<file path="src/design/prq_pkg.sv">
// Shared definitions for the priority ready queue.
// Holds the queue depth, derived widths, action and status codes, and the
// command bundle from controller to datapath. No dependencies.
package prq_pkg;

  localparam int QUEUE_DEPTH = 64;
  localparam int CNT_W       = $clog2(QUEUE_DEPTH + 1);
  localparam int ID_W        = 16;
  localparam int PRIO_W      = 3;
  localparam int OCC_W       = 7;
  localparam int STATUS_W    = 2;

  // Requested operation
  localparam logic ACT_INSERT = 1'b0;
  localparam logic ACT_REMOVE = 1'b1;

  // Result status codes
  localparam logic [STATUS_W-1:0] ST_DONE      = 2'd0;
  localparam logic [STATUS_W-1:0] ST_NOT_FOUND = 2'd1;
  localparam logic [STATUS_W-1:0] ST_FULL      = 2'd2;

  // Controller to datapath commands
  typedef struct packed {
    logic load;     // capture the incoming beat
    logic compare;  // register per-cell compare flags
    logic update;   // shift the cell chain and set status
  } prq_cmd_t;

endpackage

</file>
<file path="src/design/prq_ctrl.sv">
// Sequencer for the priority ready queue.
// Walks each beat through capture, compare, update and response.
// Depends on prq_pkg.
module prq_ctrl
  import prq_pkg::*;
(
  input  logic     clk,
  input  logic     rst,
  input  logic     in_valid,
  output logic     in_stall,
  output logic     out_valid,
  input  logic     out_stall,
  output prq_cmd_t cmd
);

  typedef enum logic [1:0] {
    S_IDLE,
    S_CMP,
    S_UPD,
    S_RESP
  } state_t;

  state_t state;

  // Commands decoded from state and the input handshake
  always_comb begin
    cmd.load    = in_valid && !in_stall;
    cmd.compare = (state == S_CMP);
    cmd.update  = (state == S_UPD);
  end

  // State and registered handshake outputs
  always_ff @(posedge clk) begin
    if (rst) begin
      state     <= S_IDLE;
      in_stall  <= 1'b0;
      out_valid <= 1'b0;
    end else begin
      unique case (state)
        S_IDLE: begin
          if (in_valid) begin
            state    <= S_CMP;
            in_stall <= 1'b1;
          end
        end
        S_CMP: begin
          state <= S_UPD;
        end
        S_UPD: begin
          state     <= S_RESP;
          out_valid <= 1'b1;
        end
        S_RESP: begin
          if (!out_stall) begin
            state     <= S_IDLE;
            out_valid <= 1'b0;
            in_stall  <= 1'b0;
          end
        end
        default: begin
          state <= S_IDLE;
        end
      endcase
    end
  end

  // A result is offered only while no new beat can enter
  a_resp_blocks_input: assert property (@(posedge clk) disable iff (rst)
    out_valid |-> in_stall) else $error("result offered while input open");

  // An accepted beat yields a result after its compare and update states
  a_accept_to_result: assert property (@(posedge clk) disable iff (rst)
    cmd.load |-> ##3 out_valid) else $error("result missing after accept");

  // Response is held until taken
  a_resp_holds: assert property (@(posedge clk) disable iff (rst)
    out_valid && out_stall |=> out_valid) else $error("result dropped");

endmodule

</file>
<file path="src/design/prq_datapath.sv">
// Sorted cell chain of the priority ready queue.
// Each cell holds an identifier, a priority and a used bit; all cells
// compare in parallel, then shift to open or close a gap. Depends on prq_pkg.
module prq_datapath
  import prq_pkg::*;
(
  input  logic                clk,
  input  logic                rst,
  input  prq_cmd_t            cmd,
  input  logic                action,
  input  logic [ID_W-1:0]     task_id,
  input  logic [PRIO_W-1:0]   task_priority,
  output logic [STATUS_W-1:0] status,
  output logic                head_valid,
  output logic [ID_W-1:0]     head_id,
  output logic [PRIO_W-1:0]   head_priority,
  output logic [OCC_W-1:0]    occupancy
);

  // Captured beat
  logic              act_q;
  logic [ID_W-1:0]   id_q;
  logic [PRIO_W-1:0] prio_q;

  // Cell storage
  logic [ID_W-1:0]        cell_id   [QUEUE_DEPTH];
  logic [PRIO_W-1:0]      cell_prio [QUEUE_DEPTH];
  logic [QUEUE_DEPTH-1:0] used;
  logic [CNT_W-1:0]       cnt;

  // Registered compare flags
  logic [QUEUE_DEPTH-1:0] le_q;     // used and priority not above new one
  logic [QUEUE_DEPTH-1:0] match_q;  // used and identifier equal

  logic [QUEUE_DEPTH-1:0] le_prev;
  logic [QUEUE_DEPTH-1:0] after;    // at or past first match
  logic [QUEUE_DEPTH-1:0] used_nxt;
  logic [ID_W-1:0]        prv_id    [QUEUE_DEPTH];
  logic [PRIO_W-1:0]      prv_prio  [QUEUE_DEPTH];
  logic [ID_W-1:0]        nxt_id    [QUEUE_DEPTH];
  logic [PRIO_W-1:0]      nxt_prio  [QUEUE_DEPTH];
  logic [QUEUE_DEPTH-1:0] used_prv;
  logic                   full;
  logic                   found;
  logic                   do_ins;
  logic                   do_rem;

  // Capture the beat
  always_ff @(posedge clk) begin
    if (cmd.load) begin
      act_q  <= action;
      id_q   <= task_id;
      prio_q <= task_priority;
    end
  end

  // Parallel compare over every cell
  always_ff @(posedge clk) begin
    if (cmd.compare) begin
      for (int i = 0; i < QUEUE_DEPTH; i++) begin
        le_q[i]    <= used[i] && (cell_prio[i] <= prio_q);
        match_q[i] <= used[i] && (cell_id[i] == id_q);
      end
    end
  end

  // Inclusive prefix OR of matches, log-depth
  always_comb begin
    after = match_q;
    for (int l = 0; (1 << l) < QUEUE_DEPTH; l++) begin
      after = after | (after << (1 << l));
    end
  end

  // Neighbor views of the chain
  assign le_prev  = {le_q[QUEUE_DEPTH-2:0], 1'b1};
  assign used_nxt = {1'b0, used[QUEUE_DEPTH-1:1]};
  assign used_prv = {used[QUEUE_DEPTH-2:0], 1'b1};

  for (genvar i = 0; i < QUEUE_DEPTH; i++) begin : g_nbr
    if (i == 0) begin : g_first
      assign prv_id[i]   = id_q;
      assign prv_prio[i] = prio_q;
    end else begin : g_mid
      assign prv_id[i]   = cell_id[i-1];
      assign prv_prio[i] = cell_prio[i-1];
    end
    if (i == QUEUE_DEPTH - 1) begin : g_last
      assign nxt_id[i]   = cell_id[i];
      assign nxt_prio[i] = cell_prio[i];
    end else begin : g_inner
      assign nxt_id[i]   = cell_id[i+1];
      assign nxt_prio[i] = cell_prio[i+1];
    end
  end

  assign full   = (cnt == CNT_W'(QUEUE_DEPTH));
  assign found  = after[QUEUE_DEPTH-1];
  assign do_ins = cmd.update && (act_q == ACT_INSERT) && !full;
  assign do_rem = cmd.update && (act_q == ACT_REMOVE) && found;

  // Cell payload: open a gap at the insert point or close one at the match
  always_ff @(posedge clk) begin
    for (int i = 0; i < QUEUE_DEPTH; i++) begin
      if (do_ins && !le_q[i] && le_prev[i]) begin
        cell_id[i]   <= id_q;
        cell_prio[i] <= prio_q;
      end else if (do_ins && !le_q[i]) begin
        cell_id[i]   <= prv_id[i];
        cell_prio[i] <= prv_prio[i];
      end else if (do_rem && after[i]) begin
        cell_id[i]   <= nxt_id[i];
        cell_prio[i] <= nxt_prio[i];
      end
    end
  end

  // Used bits, count and status
  always_ff @(posedge clk) begin
    if (rst) begin
      used   <= '0;
      cnt    <= '0;
      status <= ST_DONE;
    end else if (cmd.update) begin
      if (act_q == ACT_INSERT) begin
        if (full) begin
          status <= ST_FULL;
        end else begin
          status <= ST_DONE;
          cnt    <= cnt + 1'b1;
          for (int i = 0; i < QUEUE_DEPTH; i++) begin
            if (!le_q[i]) begin
              used[i] <= used_prv[i];
            end
          end
        end
      end else begin
        if (!found) begin
          status <= ST_NOT_FOUND;
        end else begin
          status <= ST_DONE;
          cnt    <= cnt - 1'b1;
          for (int i = 0; i < QUEUE_DEPTH; i++) begin
            if (after[i]) begin
              used[i] <= used_nxt[i];
            end
          end
        end
      end
    end
  end

  // Head of queue
  assign head_valid    = used[0];
  assign head_id       = used[0] ? cell_id[0] : '0;
  assign head_priority = used[0] ? cell_prio[0] : '0;
  assign occupancy     = OCC_W'(cnt);

  a_cnt_bound: assert property (@(posedge clk) disable iff (rst)
    cnt <= CNT_W'(QUEUE_DEPTH)) else $error("count past depth");

  a_cnt_used: assert property (@(posedge clk) disable iff (rst)
    $countones(used) == int'(cnt)) else $error("count and used bits differ");

  a_used_prefix: assert property (@(posedge clk) disable iff (rst)
    (used[QUEUE_DEPTH-1:1] & ~used[QUEUE_DEPTH-2:0]) == '0)
    else $error("used cells not contiguous from head");

  a_ins_grows: assert property (@(posedge clk) disable iff (rst)
    do_ins |=> cnt == $past(cnt) + 1'b1) else $error("insert did not grow queue");

endmodule

</file>
<file path="src/design/priority_ready_queue.sv">
// Priority ready queue: a sorted queue of task identifiers.
// Beats enter on the input channel, one result per beat leaves on the
// output channel. A beat is action, task_id and task_priority.
// Inserts go behind all tasks of equal or lower priority number, so equal
// priorities are served first in, first out. Removes take out the first
// task with a matching identifier.
// Status is done, not found on a missed remove, or full on a refused insert;
// every result also carries the head task and the occupancy after the beat.
// The queue handles one beat at a time: a taken beat passes a compare step
// and an update step on the cell chain before its result is offered, and no
// new beat enters until that result is taken.
// in_stall stays high from acceptance until the result beat is taken.
// While out_stall is high the result and its fields hold steady.
// Reset (rst, synchronous) empties the queue and opens the input.
// Depends on prq_pkg, prq_ctrl and prq_datapath.
module priority_ready_queue
  import prq_pkg::*;
(
  input  logic                clk,
  input  logic                rst,
  input  logic                in_valid,
  output logic                in_stall,
  input  logic                action,
  input  logic [ID_W-1:0]     task_id,
  input  logic [PRIO_W-1:0]   task_priority,
  output logic                out_valid,
  input  logic                out_stall,
  output logic [STATUS_W-1:0] status,
  output logic                head_valid,
  output logic [ID_W-1:0]     head_id,
  output logic [PRIO_W-1:0]   head_priority,
  output logic [OCC_W-1:0]    occupancy
);

  prq_cmd_t cmd;

  prq_ctrl u_ctrl (
    .clk       (clk),
    .rst       (rst),
    .in_valid  (in_valid),
    .in_stall  (in_stall),
    .out_valid (out_valid),
    .out_stall (out_stall),
    .cmd       (cmd)
  );

  prq_datapath u_dp (
    .clk           (clk),
    .rst           (rst),
    .cmd           (cmd),
    .action        (action),
    .task_id       (task_id),
    .task_priority (task_priority),
    .status        (status),
    .head_valid    (head_valid),
    .head_id       (head_id),
    .head_priority (head_priority),
    .occupancy     (occupancy)
  );

endmodule
</file>
<file path="config.mk">
export PLATFORM = sky130hd
export DESIGN_NAME = priority_ready_queue
export DESIGN_NICKNAME = d
export VERILOG_FILES = /design/src/design/prq_pkg.sv /design/src/design/prq_ctrl.sv /design/src/design/prq_datapath.sv /design/src/design/priority_ready_queue.sv
export SDC_FILE = /design/constraint.sdc
export NUM_CORES = 2
export LEC_CHECK = 0
export BUFFER_PORTS_ARGS = -buffer_cell sky130_fd_sc_hd__buf_4
export CAP_MARGIN = 10
export CORE_UTILIZATION = 45
export CTS_CLUSTER_DIAMETER = 100
export DETAILED_ROUTE_END_ITERATION = 7
export GPL_TIMING_DRIVEN = 0
export PLACE_DENSITY_LB_ADDON = 0.25
export SETUP_SLACK_MARGIN = 0.02
export SKIP_CTS_REPAIR_TIMING = 1
export SYNTH_ARGS = -nofsm -noshare
export SYNTH_HDL_FRONTEND = slang
export SYNTH_HIERARCHICAL = 1
export SYNTH_SLANG_ARGS = --single-unit
</file>
<file path="constraint.sdc">
create_clock -name clk -period 7.25 [get_ports clk]
set_input_delay 0.725 -clock clk [delete_from_list [all_inputs] [get_ports clk]]
set_output_delay 0.725 -clock clk [all_outputs]
set_load 0.02 [all_outputs]
</file>
==> load_flow_metrics.sql <==
INSERT INTO impl_metrics (metric_group, metric, value, unit) VALUES
('place', 'gpl.final_weighted_congestion', '1.09', ''),
('timing', 'timing.final.max_slew_violations', '11', ''),
('logic_synthesis', 'synthFlopType', 'edfxtp_1', ''),
('clocking', 'insertion_delay', '0.87', 'ns'),
('pwr', 'max_rail_drop_vdd', '0.241', 'mV'),
('routing', 'drt_pre_antenna_iters', '8', ''),
('routing', 'routedWlPerCell', '40.1', 'µm'),
('outcome', 'violations_in_the_final_reports', 'DRC, capacitance limit, slew limit', ''),
('logic_synthesis', 'synthesis.nets', '8521', ''),
('critical_path', 'r2r_setup_slack', '1.36', 'ns'),
('clocking', 'cts_root_buffer', 'clkbuf_16', ''),
('logic_synthesis', 'count_of_flip_flops_with_a_built_in_enable_after_synthesis', '1364', ''),
('global_route', 'grtUsageTotal', '45.4', '%'),
('timing', 'finalHoldViolations', '0', ''),
('routing', 'vias', '76400', ''),
('global_route', 'via_count_of_the_first_global_routing_pass', '72200', ''),
('timing', 'max-slew-margin-rel', '-6.00', '%'),
('routing', 'drt_first_iter_violations', '11900', ''),
('clocking', 'htree_num_levels', '4', ''),
('job', 'max-cap-violations', '2', ''),
('timing', 'final_min_period_over_clock_period', '81.2', '%'),
('global_route', 'pin_count_of_the_biggest_net_entering_global_routing', '41', ''),
('timing', 'max_slew.worst_pin.slew', '1.59', 'ns'),
('global_route', 'antenna_found_initial', '24', ''),
('clocking', 'clk_transition_reported_paths', '0.06', 'ns'),
('final_layout', 'design.final.nets', '8919', ''),
('final_layout', 'post-route-util', '52.0', '%'),
('timing', 'final.min_clock_period', '5.89', 'ns'),
('place', 'detailed_place_hpwl', '342000', 'µm'),
('critical_path', 'worst-endpoint-arrival', '6.47', 'ns'),
('routing', 'number_of_vias_per_cell', '6.71', ''),
('timing', 'clock.fmax', '170', 'MHz'),
('critical_path', 'crit_required', '7.83', 'ns'),
('floorplan', 'die_area', '196000', 'µm²'),
('pwr', 'post_layout_total_power', '0.0375', 'W'),
('clocking', 'clock_tree_from_tritoncts', 'built', ''),
('timing', 'finalSetupViolCount', '0', ''),
('final_layout', 'final_layout_size_suffix_gt1_share', '10.1', '%'),
('logic_synthesis', 'synth_top_area_share', '46.9', '%'),
('place', 'port_buffers', '54', ''),
('logic_synthesis', 'async_set_reset_flop_share_out_of_synthesis', '0', '%'),
('global_route', 'globalRouteOverflowTotal', '0', ''),
('clocking', 'cts_made_buffers', '170', ''),
('logic_synthesis', 'yosysMostFrequentCell', 'edfxtp_1', ''),
('logic_synthesis', 'netlist-cell-type-count', '67', ''),
('hold_path', 'hp-class', 'input pin to register', ''),
('critical_path', 'worstSetupEndpointType', 'register', ''),
('floorplan', 'core_region_area', '193000', 'µm²'),
('pwr', 'cellLeakagePower', '32.2', 'nW'),
('critical_path', 'worstSetupPathType', 'register to register', ''),
('timing', 'rsz0062_at_grt', 'no', ''),
('logic_synthesis', 'synth_top_cells_by_area', 'edfxtp_1 (47%), mux2i_1 (13%), xnor2_1 (7.4%)', ''),
('floorplan', 'initial_core_util', '45.3', '%'),
('final_layout', 'syn2layout_area_growth', '14.7', '%'),
('outcome', 'outcome', 'finished, violations left', ''),
('routing', 'detail-route-antenna-nets', '0', ''),
('critical_path', 'start_kind', 'register', ''),
('floorplan', 'io-pin-count', '55', ''),
('floorplan', 'cell_row_count', '161', ''),
('pwr', 'power_density', '374', 'nW/µm²'),
('critical_path', 'crit_path_max_fanout', '10', ''),
('logic_synthesis', 'yosys_warnings', '6', ''),
('logic_synthesis', 'seq_total_area_yosys', '48.7', '%'),
('floorplan', 'chipWidth', '442', 'µm'),
('floorplan', 'die_height', '442', 'µm'),
('logic_synthesis', 'synth_top_area_cell', 'edfxtp_1', ''),
('logic_synthesis', 'syn-cell-area', '87300', 'µm²'),
('routing', 'route.final.wire_length', '456000', 'µm'),
('logic_synthesis', 'synthCells', '8294', ''),
('clocking', 'numClockSinks', '1441', ''),
('timing', 'fin_skew', '0.0327', 'ns'),
('logic_synthesis', 'synthesis.area_per_instance', '10.5', 'µm²'),
('logic_synthesis', 'synth-seq-cells', '1441', ''),
('global_route', 'grt_pass1_wl', '609000', 'µm'),
('clocking', 'cts-root-to-sink-buffers', '3', ''),
('logic_synthesis', 'synth_commonest_cells', 'edfxtp_1 (1364), mux2i_1 (1122), a21oi_1 (766)', ''),
('routing', 'drc', '15', '');
[metal layers]
layer  track usage, %  wire, µm  vias up
li1                 -         -    30800
met1             56.2    163000    37800
met2             64.2    186000     6165
met3             15.4     62400     1561
met4             36.5     44000       18
met5            0.366       301        -
[metrics by stage]
| stage | setup WS [ns] | area, µm² | hold slack, ns | TNS, ns | instances |
|---|---|---|---|---|---|
| after global placement | -0.856 | 90900 | 0.480 | -88.48 | 10900 |
| after global routing | 1.52 | 100000 | 0.0221 | 0 | 11400 |
| after detailed placement | 1.73 | 94500 | 0.479 | 0 | 11000 |
| after floorplan | 3.33 | 87300 | 0.461 | 0 | 8294 |
| final | 1.36 | 100000 | 0.0314 | 0 | 11400 |
| after CTS | 1.73 | 100000 | -0.0128 | 0 | 11400 |
[registers in the layout, summed over array words and instances, names as in the netlist]
register          flops
u_ctrl/in_stall       1
u_ctrl/out_valid      1
u_ctrl/state          2
u_dp/act_q            1
u_dp/cell_id       1024
u_dp/cell_prio      192
u_dp/id_q            16
u_dp/le_q            64
u_dp/match_q         64
u_dp/occupancy        7
u_dp/prio_q           3
u_dp/status           2
u_dp/used            64
[power by group]
group | leakage [nW] | internal [W] | switching [W]
registers | 13.1 | 0.0123 | 0.00274
clock network | 2.70 | 0.00496 | 0.00382
logic | 16.4 | 0.00453 | 0.00909
total | 32.2 | 0.0218 | 0.0157
[layout make-up]
type                            instances  area, µm²
Sequential cell                      1441      42500
Antenna cell                           24       60.1
Inverter                              142        533
Tap cell                             2526       3160
Multi-Input combinational cell       6050      41900
Fill cell                           17500      92400
Timing Repair Buffer                  226       3740
Clock inverter                         75        726
Clock buffer                          243       4770
Buffer                                661       2780
[layout by cell type, fill, tap and decap left out, types with 22 or more instances in the layout]
cell and n:
edfxtp_1 1364, mux2i_1 1122, a21oi_1 766, nor2_1 760
xnor2_1 735, nand2_1 619, o21ai_0 536, clkbuf_1 459
xor2_1 294, ha_1 201, nand4_1 187, clkbuf_16 174
inv_1 140, nor4_1 139, buf_2 118, mux2_2 106
clkbuf_2 98, nor3_1 95, a21o_1 85, dfxtp_1 77
a31oi_1 75, buf_8 74, nor2b_1 65, buf_4 59
buf_12 49, buf_16 43, a211oi_1 35, buf_1 33
o21ai_2 31, clkinv_2 28, diode_2 24, clkinv_1 22
[worst max-delay path, cell delays in order, from the launching register on]
cell and delay, ns:
edfxtp_1 0.50, nor4_1 0.93, nand3_1 1.02, clkbuf_1 0.69, o41ai_1 1.21, clkbuf_1 0.52
clkbuf_1 0.54, a21oi_1 0.14
[cells by family after synthesis]
kind of cell    after synthesis  synth area share, %
mux                        1237                 14.3
flops                      1441                 48.7
simple gates               1958                 10.0
fa+ha+maj                   203                 2.92
compound gates             1623                 10.1
buf+inv                     803                 3.57
xor+xnor                   1029                 10.3
[path summary, 6_finish.rpt]
| check | from | cells after the start | to |
|---|---|---|---|
| setup reg to reg | u_dp/match_q[0]$_DFFE_PP_ | 7 | u_dp/cell_id[0][325]$_DFFE_PP_ |
| hold / removal | task_id[5] | 1 | u_dp/id_q[5]$_DFFE_PP_ |
| hold reg to reg | u_dp/status[1]$_SDFFE_PP0P_ | 2 | u_dp/status[1]$_SDFFE_PP0P_ |
| setup / recovery | u_dp/match_q[0]$_DFFE_PP_ | 7 | u_dp/cell_id[0][325]$_DFFE_PP_ |
(Power assumes the default switching activity.)
